### config.mk
export PLATFORM = sky130hd
export DESIGN_NAME = achia_blend
export DESIGN_NICKNAME = d
export VERILOG_FILES = /design/src/sv/achia_pkg.sv /design/src/sv/achia_blend.sv
export SDC_FILE = /design/constraint.sdc
export NUM_CORES = 1
export LEC_CHECK = 0
export BUFFER_PORTS_ARGS = -buffer_cell sky130_fd_sc_hd__buf_2
export CAP_MARGIN = 20
export CORE_ASPECT_RATIO = 1.75
export CORE_MARGIN = 2
export CORE_UTILIZATION = 25
export CTS_CLUSTER_DIAMETER = 200
export CTS_CLUSTER_SIZE = 24
export DETAILED_ROUTE_END_ITERATION = 6
export SYNTH_ARGS = -nofsm -noshare
export SYNTH_HDL_FRONTEND = slang
export SYNTH_SLANG_ARGS = --single-unit
### constraint.sdc
create_clock -name clk -period 9.8 [get_ports clk]
set_input_delay 1.96 -clock clk [delete_from_list [all_inputs] [get_ports clk]]
set_output_delay 1.96 -clock clk [all_outputs]
set_load 0.01 [all_outputs]
### src/sv/achia_pkg.sv
// shared types and constants for the ambient color hue and intensity adjust unit
`default_nettype none

package achia_pkg;

    localparam int FRAC_BITS_DEFAULT = 16;
    localparam int CHANNEL_W         = 8;
    localparam int SUM_W             = 10;
    localparam int CFG_W             = 17;
    localparam int CFG_INDEX_W       = 2;
    localparam int RECIP_DEPTH       = 256;
    localparam int INTENSITY_DIV     = 765;
    localparam int VALID_STAGES      = 6;

    localparam logic [CFG_W-1:0] HUE_STRENGTH_RESET       = 17'd65536;
    localparam logic [CFG_W-1:0] INTENSITY_STRENGTH_RESET = 17'd42598;

    typedef enum logic [CFG_INDEX_W-1:0] {
        CFG_HUE_STRENGTH       = 2'd0,
        CFG_INTENSITY_STRENGTH = 2'd1
    } cfg_index_t;

    typedef struct packed {
        logic [CHANNEL_W-1:0] red_in;
        logic [CHANNEL_W-1:0] green_in;
        logic [CHANNEL_W-1:0] blue_in;
    } pixel_t;

    typedef struct packed {
        logic [CHANNEL_W-1:0] red_out;
        logic [CHANNEL_W-1:0] green_out;
        logic [CHANNEL_W-1:0] blue_out;
    } result_t;

endpackage

`default_nettype wire

### src/sv/achia_blend.sv
// registered blend of a fixed point value toward white with clamp to [0,1]
`default_nettype none

module achia_blend #(
    parameter int FRAC_BITS = achia_pkg::FRAC_BITS_DEFAULT
) (
    input  wire logic                  clk,
    input  wire logic [FRAC_BITS:0]    v,
    input  wire logic signed [FRAC_BITS+1:0] k,
    output logic      [FRAC_BITS:0]    vw
);

    localparam int TW = 2 * FRAC_BITS + 4;
    localparam logic [FRAC_BITS:0] ONE = {1'b1, {FRAC_BITS{1'b0}}};
    localparam logic signed [TW-1:0] ONE_SQ = {{(TW-1){1'b0}}, 1'b1} << (2 * FRAC_BITS);

    logic [FRAC_BITS:0]    comp;
    logic signed [TW-1:0]  kprod;
    logic signed [TW-1:0]  vsh;
    logic signed [TW-1:0]  t;
    logic [FRAC_BITS:0]    vw_next;
    logic [FRAC_BITS:0]    vw_reg;

    always_comb
    begin
        comp  = ONE - v;
        kprod = k * $signed({1'b0, comp});
        vsh   = $signed({3'b000, v, {FRAC_BITS{1'b0}}});
        t     = vsh + kprod;
        if (t[TW-1])
        begin
            vw_next = '0;
        end
        else if (t > ONE_SQ)
        begin
            vw_next = ONE;
        end
        else
        begin
            vw_next = t[2*FRAC_BITS:FRAC_BITS];
        end
    end

    always_ff @(posedge clk)
    begin
        vw_reg <= vw_next;
    end

    assign vw = vw_reg;

endmodule

`default_nettype wire

## Word level (Yosys, flattened, before mapping)

Index checks and enable logic that the tools add are counted.

- $lt $le $gt $ge: 1
- Reductions and logical operators: 1
- $mul: 1
- Multiplexer cells: 1
- Add/subtract/negate cells: 2

Operators by type and width:

| kind | count |
|---|---|
| 34-bit by 36-bit adder with 36-bit output | 1 |
| 36-bit by 34-bit > comparator with 1-bit output (second input constant) | 1 |
| 18-bit by 18-bit multiplier with 36-bit output | 1 |
| 17-bit 2-to-1 mux | 1 |
| 17-bit subtractor (first input constant) | 1 |
| 2-bit OR reduction | 1 |

- Input port bits: 36
- Output and inout port bits: 17
- Word-level logic and storage cells: 8
- Flip-flop bits (word level): 17

## Longest topological paths before layout

- Depth in word-level cells: 5
- Mapped depth: 33
- Gate-level depth less buffers: 28

## Worst setup path after synthesis

OpenSTA, ideal clock, no wires.

- Path kind: input to register
- Start: input v[0]
- End: register vw_reg[11] (netlist: vw[11])
- Arrival: 9.238 ns
- Slack: 0.476 ns
- Buffers on the path: 4
- Required time: 9.714 ns
- Stages: 30
- Path through: clkbuf_1 -> clkbuf_1 -> inv_1 -> ha_1 -> nand2_1 -> nor3_1 -> xnor2_1 -> clkbuf_1 -> nand2_1 -> fa_1 -> inv_1 -> fa_1 -> inv_1 -> fa_1 -> inv_1 -> fa_1 -> fa_1 -> inv_1 -> fa_1 -> inv_1 -> ha_1 -> buf_2 -> and4_2 -> nand3_1 -> a21o_1 -> and3b_4 -> mux4_2 -> nor4_4 -> nand4_4 -> a211oi_1

- Longest elaborated chain between the ends: 5

RTL lines:

| what | line | source |
|---|---|---|
| start: declaration | achia_blend.sv:8 | `input wire logic [FRAC_BITS:0] v,` |
| 17-bit subtractor | achia_blend.sv:26 | `comp = ONE - v;` |
| 18-bit by 18-bit multiplier with 36-bit output | achia_blend.sv:27 | `kprod = k * $signed({1'b0, comp});` |
| 34-bit by 36-bit adder with 36-bit output (*) | achia_blend.sv:29 | `t = vsh + kprod;` |
| 36-bit by 34-bit > comparator with 1-bit output | achia_blend.sv:34 | `else if (t > ONE_SQ)` |
| 2-bit OR reduction (no line) | - |  |
| end signal: assignment | achia_blend.sv:46 | `vw_reg <= vw_next;` |
| end: declaration | achia_blend.sv:22 | `logic [FRAC_BITS:0] vw_reg;` |

Every way passes the cells marked *; elsewhere a longest branch is shown, timed or not.
A chain may end at the register's enable or synchronous reset.

## Worst setup path in the final report

- Start: input v[0]
- End: register vw_reg[4] (netlist: vw[4])

The elaborated chain is that of the path after synthesis.

==> out/qor.txt <==
final WL: 38.6 mm
grt ovf: 0
hold depth: 1
Critical Path Stages: 27
hold crit path type: reg -> out
crit path buf inv count: 6
ys flop type: dfxtp_1
HPWL Detailed: 33.3 mm
Crit-path slowest cell: fa_1
Crit Path Max Fanout: 18
max cap viols: 0
final hold violations: 0
pin count of the biggest net entering global routing: 20
top cell type's share of synthesized area: 0.481
drt drc: 0
clk sinks: 17
Chip Height: 313 um
FFs w/ async S/R, synth: 0
RSZ-0062 raised after global routing: no
CP required: 9950 ps
share of layout cells above drive strength 1: 0.0699
synth top area cells: fa_1 (48%), inv_1 (12%), ha_1 (9.7%), and2_1 (5.6%), nand2_1 (5.4%)
Cell Rows: 113
initial antenna violation count: 0
number of global-route vias before repair: 11,800
count of cell types in the netlist: 66
CTS tree: done
H-tree depth: 1
Vias/cell: 4.54
max reg flops: 17
CP endpoint kind: register
Mapped Area: 0.0136 mm^2
worst-margin pin slew: 606 ps
CP Class: in -> reg
period utilisation layout: 0.956
YS warnings: 0
final RePlAce weighted congestion: 0.929
fmax: 107 MHz
Worst-path clk slew: 50 ps
clk root buf: clkbuf_16
# diodes: 0
worst rel slew slack: 0.591
routed vias: 10,300
area grow syn2layout: 9.03%
CP top delay family: adder cells
Max clock buf depth: 2
port buffer count: 52
total negative slack: 0 ps
antenna viol nets, final: 0
leading area contributor after synthesis: fa_1
max-slew violations: 0
chip width: 180 um
die area: 0.0564 mm^2
Num CTS Buffers: 3
fin nets: 2,056
slowest stage delay, CP: 580 ps
most frequent CP cell: fa_1
Core ar.: 0.0540 mm^2
min Tclk post-route: 9370 ps
initial DRC count: 455
WL/cell: 17.0 um
Synth Register Bits: 17
post-synthesis sequential area ratio: 0.0250
gr usage total: 0.139
crit path DAT: 9520 ps
syn nets: 2,020
Pre-antenna DRT Iters: 5
status: complete, no violations
crit start category: input pin
number of flops mapped to enable cells by yosys: 0
first-pass GRT wire length: 61.6 mm
fillers: 5,809
postcts setup bufs: 0
I/O pins: 53
Mean Syn Cell Area: 8.77 um^2
Synth Instances: 1,552
Initial Util: 0.252
endpoints failing setup: 0
-- layout make-up --
cell class | count | area (um^2) | area share
clock buffer | 3 | 75.1 | 0.00506
clock inverter | 1 | 5.00 | 0.000337
inverter | 445 | 1670 | 0.113
multi-input combinational | 1036 | 11400 | 0.766
sequential | 17 | 340 | 0.0229
tap | 690 | 863 | 0.0582
timing repair buffer | 85 | 520 | 0.0351
-- metrics by stage --
step                      hold WS [ps]  cell area, um^2   util  cells  worst slack, ps
after floorplan                   2260            13600      -   1552              476
after global placement            2360            14700  0.273   2273              178
after detailed placement          2360            14700  0.273   2273             52.3
after CTS                         2620            14800  0.274   2277              271
after global routing              2630            14800  0.275   2277             57.8
final                             2620            14800  0.275   2277              427
-- cell usage after synthesis (3+ instances only) --
library cell  number
o21a_1             7
and2_1           122
buf_6              5
nor4_1             6
a21o_1            16
fa_1             327
buf_2              4
nor3b_1            3
o211a_1            3
dfxtp_1           17
clkbuf_1          40
nand3_1           14
or3_1              4
o211ai_1           6
ha_1             105
nor2_1            22
a31oi_1            5
a211oi_1          10
nor3_1            14
nand2_1          195
nor2b_1           21
and3_1             4
xor2_1             6
o21ai_0           17
inv_1            445
o21ai_1            4
a311oi_1           3
nand4_1           11
xnor2_1           37
a21oi_1           35
-- final timing paths --
check                  from  slack [ps]    end
worst max-delay path   v[0]         430  vw[4]
worst min-delay path  vw[9]        2620  vw[9]
-- cell usage in the layout (no fill, tap or decap), types with 22 or more instances in the layout --
cell type | netlist | routed
inv_1 | 445 | 445
a21oi_1 | 35 | 35
and2_1 | 122 | 122
ha_1 | 105 | 105
xnor2_1 | 37 | 35
buf_4 | 2 | 32
nand2_1 | 195 | 195
nor2_1 | 22 | 22
buf_2 | 4 | 52
fa_1 | 327 | 327
-- layer usage --
layer,track usage,share of wire
met3,0.00662,0.027
met5,0,0
met4,0.0874,0.074
met2,0.291,0.58
met1,0.127,0.32
-- what timing repair did --
action,CTS,global route
gates resized for setup,0,4
hold buffers,0,0
endpoints found under the setup margin,0,17
-- kinds of logic (layout without fill, tap and decap cells) --
| group | Yosys count | in the layout | share of synthesized area |
|---|---|---|---|
| AND/OR/NAND/NOR | 433 | 433 | 0.163 |
| flip-flops | 17 | 17 | 0.0250 |
| adder cells (fa/ha/maj) | 432 | 432 | 0.578 |
| buffers and inverters | 499 | 534 | 0.142 |
| AO/OA/AOI/OAI | 125 | 125 | 0.0607 |
| XOR/XNOR | 45 | 45 | 0.0301 |
| multiplexers | 1 | 1 | 0.00165 |
Power is left out: the tool's default activity adds up to more than one toggle a clock period on the data nets, which glitch-free logic cannot reach.
