## src/sv/achia_pkg.sv

```systemverilog
// shared types and constants for the ambient color hue and intensity adjust unit
`default_nettype none

package achia_pkg;

    localparam int FRAC_BITS_DEFAULT = 16;
    localparam int CHANNEL_W         = 8;
    localparam int SUM_W             = 10;
    localparam int CFG_W             = 17;
    localparam int CFG_INDEX_W       = 2;
    localparam int RECIP_DEPTH       = 256;
    localparam int INTENSITY_DIV     = 765;
    localparam int VALID_STAGES      = 6;

    localparam logic [CFG_W-1:0] HUE_STRENGTH_RESET       = 17'd65536;
    localparam logic [CFG_W-1:0] INTENSITY_STRENGTH_RESET = 17'd42598;

    typedef enum logic [CFG_INDEX_W-1:0] {
        CFG_HUE_STRENGTH       = 2'd0,
        CFG_INTENSITY_STRENGTH = 2'd1
    } cfg_index_t;

    typedef struct packed {
        logic [CHANNEL_W-1:0] red_in;
        logic [CHANNEL_W-1:0] green_in;
        logic [CHANNEL_W-1:0] blue_in;
    } pixel_t;

    typedef struct packed {
        logic [CHANNEL_W-1:0] red_out;
        logic [CHANNEL_W-1:0] green_out;
        logic [CHANNEL_W-1:0] blue_out;
    } result_t;

endpackage

`default_nettype wire

```

## src/sv/achia_blend.sv

```systemverilog
// registered blend of a fixed point value toward white with clamp to [0,1]
`default_nettype none

module achia_blend #(
    parameter int FRAC_BITS = achia_pkg::FRAC_BITS_DEFAULT
) (
    input  wire logic                  clk,
    input  wire logic [FRAC_BITS:0]    v,
    input  wire logic signed [FRAC_BITS+1:0] k,
    output logic      [FRAC_BITS:0]    vw
);

    localparam int TW = 2 * FRAC_BITS + 4;
    localparam logic [FRAC_BITS:0] ONE = {1'b1, {FRAC_BITS{1'b0}}};
    localparam logic signed [TW-1:0] ONE_SQ = {{(TW-1){1'b0}}, 1'b1} << (2 * FRAC_BITS);

    logic [FRAC_BITS:0]    comp;
    logic signed [TW-1:0]  kprod;
    logic signed [TW-1:0]  vsh;
    logic signed [TW-1:0]  t;
    logic [FRAC_BITS:0]    vw_next;
    logic [FRAC_BITS:0]    vw_reg;

    always_comb
    begin
        comp  = ONE - v;
        kprod = k * $signed({1'b0, comp});
        vsh   = $signed({3'b000, v, {FRAC_BITS{1'b0}}});
        t     = vsh + kprod;
        if (t[TW-1])
        begin
            vw_next = '0;
        end
        else if (t > ONE_SQ)
        begin
            vw_next = ONE;
        end
        else
        begin
            vw_next = t[2*FRAC_BITS:FRAC_BITS];
        end
    end

    always_ff @(posedge clk)
    begin
        vw_reg <= vw_next;
    end

    assign vw = vw_reg;

endmodule

`default_nettype wire

```

## src/sv/achia_lane.sv

```systemverilog
// one color channel lane: hue divide, blend toward white, scale by intensity
`default_nettype none

module achia_lane #(
    parameter int FRAC_BITS = achia_pkg::FRAC_BITS_DEFAULT
) (
    input  wire logic                                clk,
    input  wire logic [achia_pkg::CHANNEL_W-1:0]     channel,
    input  wire logic [achia_pkg::CHANNEL_W-1:0]     max_ch,
    input  wire logic [FRAC_BITS+8:0]                recip,
    input  wire logic signed [FRAC_BITS+1:0]         kh,
    input  wire logic [FRAC_BITS:0]                  fiw,
    output logic      [achia_pkg::CHANNEL_W-1:0]     scaled
);

    localparam int CW = achia_pkg::CHANNEL_W;
    localparam int RW = FRAC_BITS + 9;
    localparam int PW = 2 * FRAC_BITS + 2;

    logic [CW+RW-1:0]      qe_full;
    logic [FRAC_BITS:0]    qe_next;
    logic [FRAC_BITS:0]    qe_reg;
    logic [CW-1:0]         c_reg;
    logic [CW-1:0]         mx_reg;
    logic [FRAC_BITS+8:0]  chk;
    logic [FRAC_BITS+8:0]  xsh;
    logic [FRAC_BITS+8:0]  rem;
    logic [FRAC_BITS:0]    hue_next;
    logic [FRAC_BITS:0]    hue_reg;
    logic [FRAC_BITS:0]    hw;
    logic [PW-1:0]         prod_next;
    logic [PW-1:0]         prod_reg;
    logic [PW+7:0]         prod255;

    // quotient estimate from the reciprocal, at most one below the true value
    always_comb
    begin
        qe_full = channel * recip;
        qe_next = qe_full[FRAC_BITS+8:8];
    end

    always_comb
    begin
        chk = qe_reg * mx_reg;
        xsh = {1'b0, c_reg, {FRAC_BITS{1'b0}}};
        rem = xsh - chk;
        // black pixel has no maximum, hue stays zero
        if ((mx_reg != '0) && (rem >= {{(FRAC_BITS+1){1'b0}}, mx_reg}))
        begin
            hue_next = qe_reg + 1'b1;
        end
        else
        begin
            hue_next = qe_reg;
        end
    end

    always_ff @(posedge clk)
    begin
        qe_reg   <= qe_next;
        c_reg    <= channel;
        mx_reg   <= max_ch;
        hue_reg  <= hue_next;
        prod_reg <= prod_next;
    end

    achia_blend #(
        .FRAC_BITS (FRAC_BITS)
    ) u_blend (
        .clk (clk),
        .v   (hue_reg),
        .k   (kh),
        .vw  (hw)
    );

    always_comb
    begin
        prod_next = hw * fiw;
        prod255   = {prod_reg, 8'b0} - {8'b0, prod_reg};
        scaled    = prod255[2*FRAC_BITS+7:2*FRAC_BITS];
    end

endmodule

`default_nettype wire

```

## config.mk

```make
export PLATFORM = sky130hd
export DESIGN_NAME = achia_lane
export DESIGN_NICKNAME = d
export VERILOG_FILES = /design/src/sv/achia_pkg.sv /design/src/sv/achia_blend.sv /design/src/sv/achia_lane.sv
export SDC_FILE = /design/constraint.sdc
export NUM_CORES = 2
export LEC_CHECK = 0
export ABC_AREA = 0
export BUFFER_PORTS_ARGS = -buffer_cell sky130_fd_sc_hd__buf_2
export CAP_MARGIN = 20
export CORE_ASPECT_RATIO = 1.2
export CORE_MARGIN = 4
export CORE_UTILIZATION = 33
export CTS_CLUSTER_SIZE = 25
export DETAILED_ROUTE_END_ITERATION = 6
export PLACE_DENSITY = 0.57
export SYNTH_ARGS = -nofsm -noshare
export SYNTH_HDL_FRONTEND = slang
export SYNTH_HIERARCHICAL = 1
export SYNTH_SLANG_ARGS = --single-unit
export TNS_END_PERCENT = 30
```

## constraint.sdc

```tcl
create_clock -name clk -period 19.9 [get_ports clk]
set_input_delay 2.985 -clock clk [delete_from_list [all_inputs] [get_ports clk]]
set_output_delay 2.985 -clock clk [all_outputs]
set_load 0.02 [all_outputs]
```

# Word-level counts from Yosys, hierarchy flattened
# Cells that the tools add are included.
[word_totals]
in_bits = 77
register_bits = 101
wordCells = 23
output_inout_bits = 8
[classes]
mux = 2
mul = 4
addsub = 5
order_cmp = 2
n_reduce_logical = 3
[op_table]
columns = ["operator", "count"]
rows = [
  ["40-bit by 34-bit subtractor with 40-bit output", 1],
  ["34-bit by 36-bit adder with 36-bit output", 1],
  ["36-bit by 34-bit > comparator with 1-bit output (second input constant)", 1],
  ["18-bit by 18-bit multiplier with 36-bit output", 1],
  ["17-bit by 17-bit multiplier with 34-bit output", 1],
  ["17-bit 2-to-1 mux", 2],
  ["25-bit by 8-bit greater-or-equal comparator with 1-bit output", 1],
  ["17-bit by 8-bit multiplier with 25-bit output", 1],
  ["8-bit by 25-bit multiplier with 25-bit output", 1],
  ["24-bit by 25-bit subtractor with 25-bit output", 1],
  ["17-bit by 1-bit adder with 17-bit output (second input constant)", 1],
  ["17-bit subtractor (first input constant)", 1],
  ["8-bit nonzero test", 1],
  ["2-bit OR reduction", 1],
  ["1-bit logical AND", 1],
]

# Longest topological paths before layout
[logic_depth]
ltp_word = 5
ltp_mapped = 32
mapped_depth_nobuf = 30

# By module
# The synthesis kept the hierarchy.
[by_module_without_submodules]
columns = ["module", "seq_area_each_um2", "area_per_inst_um2", "instances", "cells_each"]
rows = [
  ["achia_lane", 1681.6, 21968.6, 1, 2512],
  ["achia_blend", 340.3, 13450.4, 1, 1538],
]

# Least setup slack after synthesis
# OpenSTA, ideal clock, no wires.
[synth_path]
kind = "input to register"
start = "input kh[17]"
end = "register u_blend.vw_reg[0], in the netlist u_blend/vw[0]"
path_buffers = 1
path_slack_ps = 10509
setup_ps = 124
arrival_time_ps = 9267
stages = 23
t_required_ps = 19776
path_cell_list = "clkbuf_1 > and2_1 > fa_1 > fa_1 > inv_1 > fa_1 > inv_1 > fa_1 > fa_1 > inv_1 > fa_1 > inv_1 > ha_1 > a21oi_1 > o21ai_0 > a2111oi_4 > a211oi_1 > a211o_1 > o2111a_1 > and3_4 > and2_4 > a41oi_2 > nor2b_1"
[synth_via]
elab_chain_len = 4
[synth_lines]
columns = ["item", "line", "text"]
rows = [
  ["from (decl)", "achia_lane.sv:11", "input wire logic signed [FRAC_BITS+1:0] kh,"],
  ["18-bit by 18-bit multiplier with 36-bit output *", "achia_blend.sv:27", "kprod = k * $signed({1'b0, comp});"],
  ["34-bit by 36-bit adder with 36-bit output *", "achia_blend.sv:29", "t = vsh + kprod;"],
  ["36-bit by 34-bit > comparator with 1-bit output", "achia_blend.sv:34", "else if (t > ONE_SQ)"],
  ["2-bit OR reduction (no line) *", "--", ""],
  ["to (signal assigned)", "achia_blend.sv:46", "vw_reg <= vw_next;"],
  ["to (decl)", "achia_blend.sv:22", "logic [FRAC_BITS:0] vw_reg;"],
]
# Every way passes the cells marked *; elsewhere a longest branch is shown, timed or not.
# A chain may end at the register's enable or synchronous reset.

# Final worst setup path
# Ends and elaborated chain as after synthesis.

==> reports/metrics.csv <==
metric,value,unit
status,finished clean,
worst hold path class,flop to flop,
clk_skew,14.9,ps
#FFs+latches synth,101,
Mean Syn Cell Area,8.75,sq um
RSZ-0062 raised after global routing,no,
Synth Area in Simple Gates,17.8,%
Max Clock Freq,105,MHz
area share of fa/ha/maj cells after synthesis,54.9,%
DRT Wirelength,85700,um
slew margin rel.,25.6,%
placed instance area,0.0372,sq mm
CP max-delay cell,fa_1,
yosys warns,6,
Tcrit/Tclk final,48.0,%
Yosys cell types,91,
"commonest non-fill, non-tap cells in the layout","inv_1 (994), fa_1 (762), nand2_1 (565)",
initial antenna violation count,5,
"commonest non-fill, non-tap cell in the layout",inv_1,
sequential area share after synthesis,5.71,%
final setup TNS,0,ps
R2R setup slack,11240,ps
largest net degree at the start of global routing,26,
PostCTS Resize Cnt,0,
family with the most delay on the worst path,adder cells,
CP dominant cell by count,fa_1,
WP depth,23,
worst hold margin,683,ps
I/O Pins,85,
post-synthesis mux area share,0.148,%
Max stage delay on crit path,610,ps
Final nets,5201,
Synth Area in Compound Gates,5.97,%
CP Capture Type,flop,
slew at the pin with the worst max-slew slack,1110,ps
CTS root buffer,clkbuf_16,
CTS Hold Buffers Added,0,
grt ovf,0,
die height,367,um
Vias,25600,
Final min period,9550,ps
setup bufs post-CTS,0,
hold path cells,1,
Synth Flop Type,dfxtp_1,
DPL Wire Length,71100,um
proportion of layout cells with a drive suffix above 1,4.39,%
fin area,0.0376,sq mm
WP data arrival,9800,ps
combinational family with the most area after synthesis,adder cells,
First-pass DRT Iterations,5,
"EDFF count, synth",0,
placeable core area,0.106,sq mm
Starting DRT DRC Count,1099,
GRT Overall Usage,15.9,%
post-route DRC violation count,0,
asr flop ratio synth,0,%
Critical Path RT,20140,ps
clock sinks,101,
Synthesized Nets,5223,
CTS Buf Count,9,
max reg flops,34,
worst r2r path cells,25,
global-route wire length before repair,146000,um
maxcap violations,0,
post-DR wirelength/cell,15.8,um
critical path class,input pin to flop,
Pins Over Slew Limit,0,
CTS H-tree depth,3,
Final Setup Violations,0,
Cells after Synth,4050,
"Max FO, Critical Path",17,
XOR/XNOR share of the synthesized area,3.23,%
routability cong.,0.870,
"Cell Chain, Critical Path","buf_2, and2_1, fa_1, fa_1, inv_1, fa_1, inv_1, fa_1, fa_1, inv_1, fa_1, inv_1, ha_1, a21oi_1, o21ai_0, a2111oi_4, a211oi_1, a211o_1, o2111a_1, and3_4, and2_4, a41oi_2, nor2b_1",
final hold violations,0,
Port Buf Inserts,84,
TritonCTS clock tree,yes,
post-route ant nets,0,
Die ar.,0.113,sq mm
number of global-route vias before repair,28300,
Vias/cell,4.72,
clock latency on the worst-skew pair,370,ps
worst path bufs/invs,5,
startpoint types,input pin,
clock-pin slew of the registers on the worst-case setup and hold paths,80,ps
Mapped Area,0.0354,sq mm
row cnt,131,
deepest clock path buffer count,2,
Initial Util,33.3,%
Die W,307,um
area added between synthesis and finish,6.03,%
cells by family after synthesis:
family / count (synthesis)
buf+inv: 1140
simple gates: 1271
xor+xnor: 128
fa+ha+maj: 1096
compound gates: 309
flops: 101
mux: 5
cell usage after synthesis, drive strengths merged, types with 4 or more instances:
master / instances / area share, %
o2111ai: 6 / 0.15
a31oi: 9 / 0.16
fa: 762 / 43
dfxtp: 101 / 5.7
nor4: 20 / 0.40
clkbuf: 125 / 1.3
xor2: 40 / 1.0
a211oi: 17 / 0.37
a2111oi: 7 / 0.24
or3: 5 / 0.088
and3: 22 / 0.42
nor3b: 5 / 0.15
nand2: 566 / 6.0
inv: 994 / 11
nand3: 42 / 0.61
o21a: 19 / 0.40
and2: 391 / 6.9
a21oi: 95 / 1.4
o31ai: 7 / 0.19
nand2b: 18 / 0.32
o211ai: 5 / 0.11
nand4b: 4 / 0.099
xnor2: 87 / 2.2
o21bai: 14 / 0.34
o21ai: 55 / 0.79
nand4: 17 / 0.30
nor2: 89 / 0.95
o22ai: 4 / 0.071
ha: 334 / 12
buf: 21 / 0.39
nor2b: 33 / 0.58
a31o: 6 / 0.15
nor3: 43 / 0.62
a21o: 30 / 0.64
per-layer routing:
metal	wire length (um)	global-route usage, %	part of all wire (%)
met4	1460	2.87	1.7
met1	36000	19.4	42
met3	2880	1.70	3.4
met5	21	0	0.024
met2	45400	30.2	53
area by class of cell:
type | count | area, sq um
inverters | 994 | 3730
clock inverters | 6 | 78.8
well taps | 1396 | 1750
fillers | 11000 | 68800
multi-input cells | 2809 | 29100
flip-flops and latches | 101 | 2020
diodes | 3 | 7.51
clock buffers | 10 | 239
repair buffers | 113 | 642
per-stage QoR:
stage / instances / setup slack [ps] / util [%]
final: 5432 / 10350 / 35.3
after global routing: 5429 / 9800 / 35.3
after CTS: 5428 / 10330 / 35.3
after detailed placement: 5412 / 9940 / 35.0
after global placement: 5412 / 9980 / 35.0
after floorplan: 4050 / 10510 / -
path summary, 6_finish.rpt:
check / startpoint / end
max: kh[17] / u_blend/vw[0]
min: qe_reg[16] / hue_reg[16]
max reg2reg: hue_reg[0] / u_blend/vw[0]
min reg2reg: qe_reg[16] / hue_reg[16]
worst register-to-register path, cell delays in order (launching register included):
cell	delay, ps
dfxtp_1	300
buf_4	210
inv_1	210
ha_1	330
nand2_1	140
xnor2_2	780
and2_1	350
fa_1	490
fa_1	890
inv_1	190
fa_1	570
inv_1	50
fa_1	460
fa_1	520
fa_1	490
ha_1	370
a21oi_1	240
o21ai_0	210
a2111oi_4	420
a211oi_1	140
a211o_1	290
o2111a_1	250
and3_4	170
and2_4	140
a41oi_2	250
nor2b_1	90
Power is left out: the tool's default activity adds up to more than one toggle a clock period on the data nets, which glitch-free logic cannot reach.
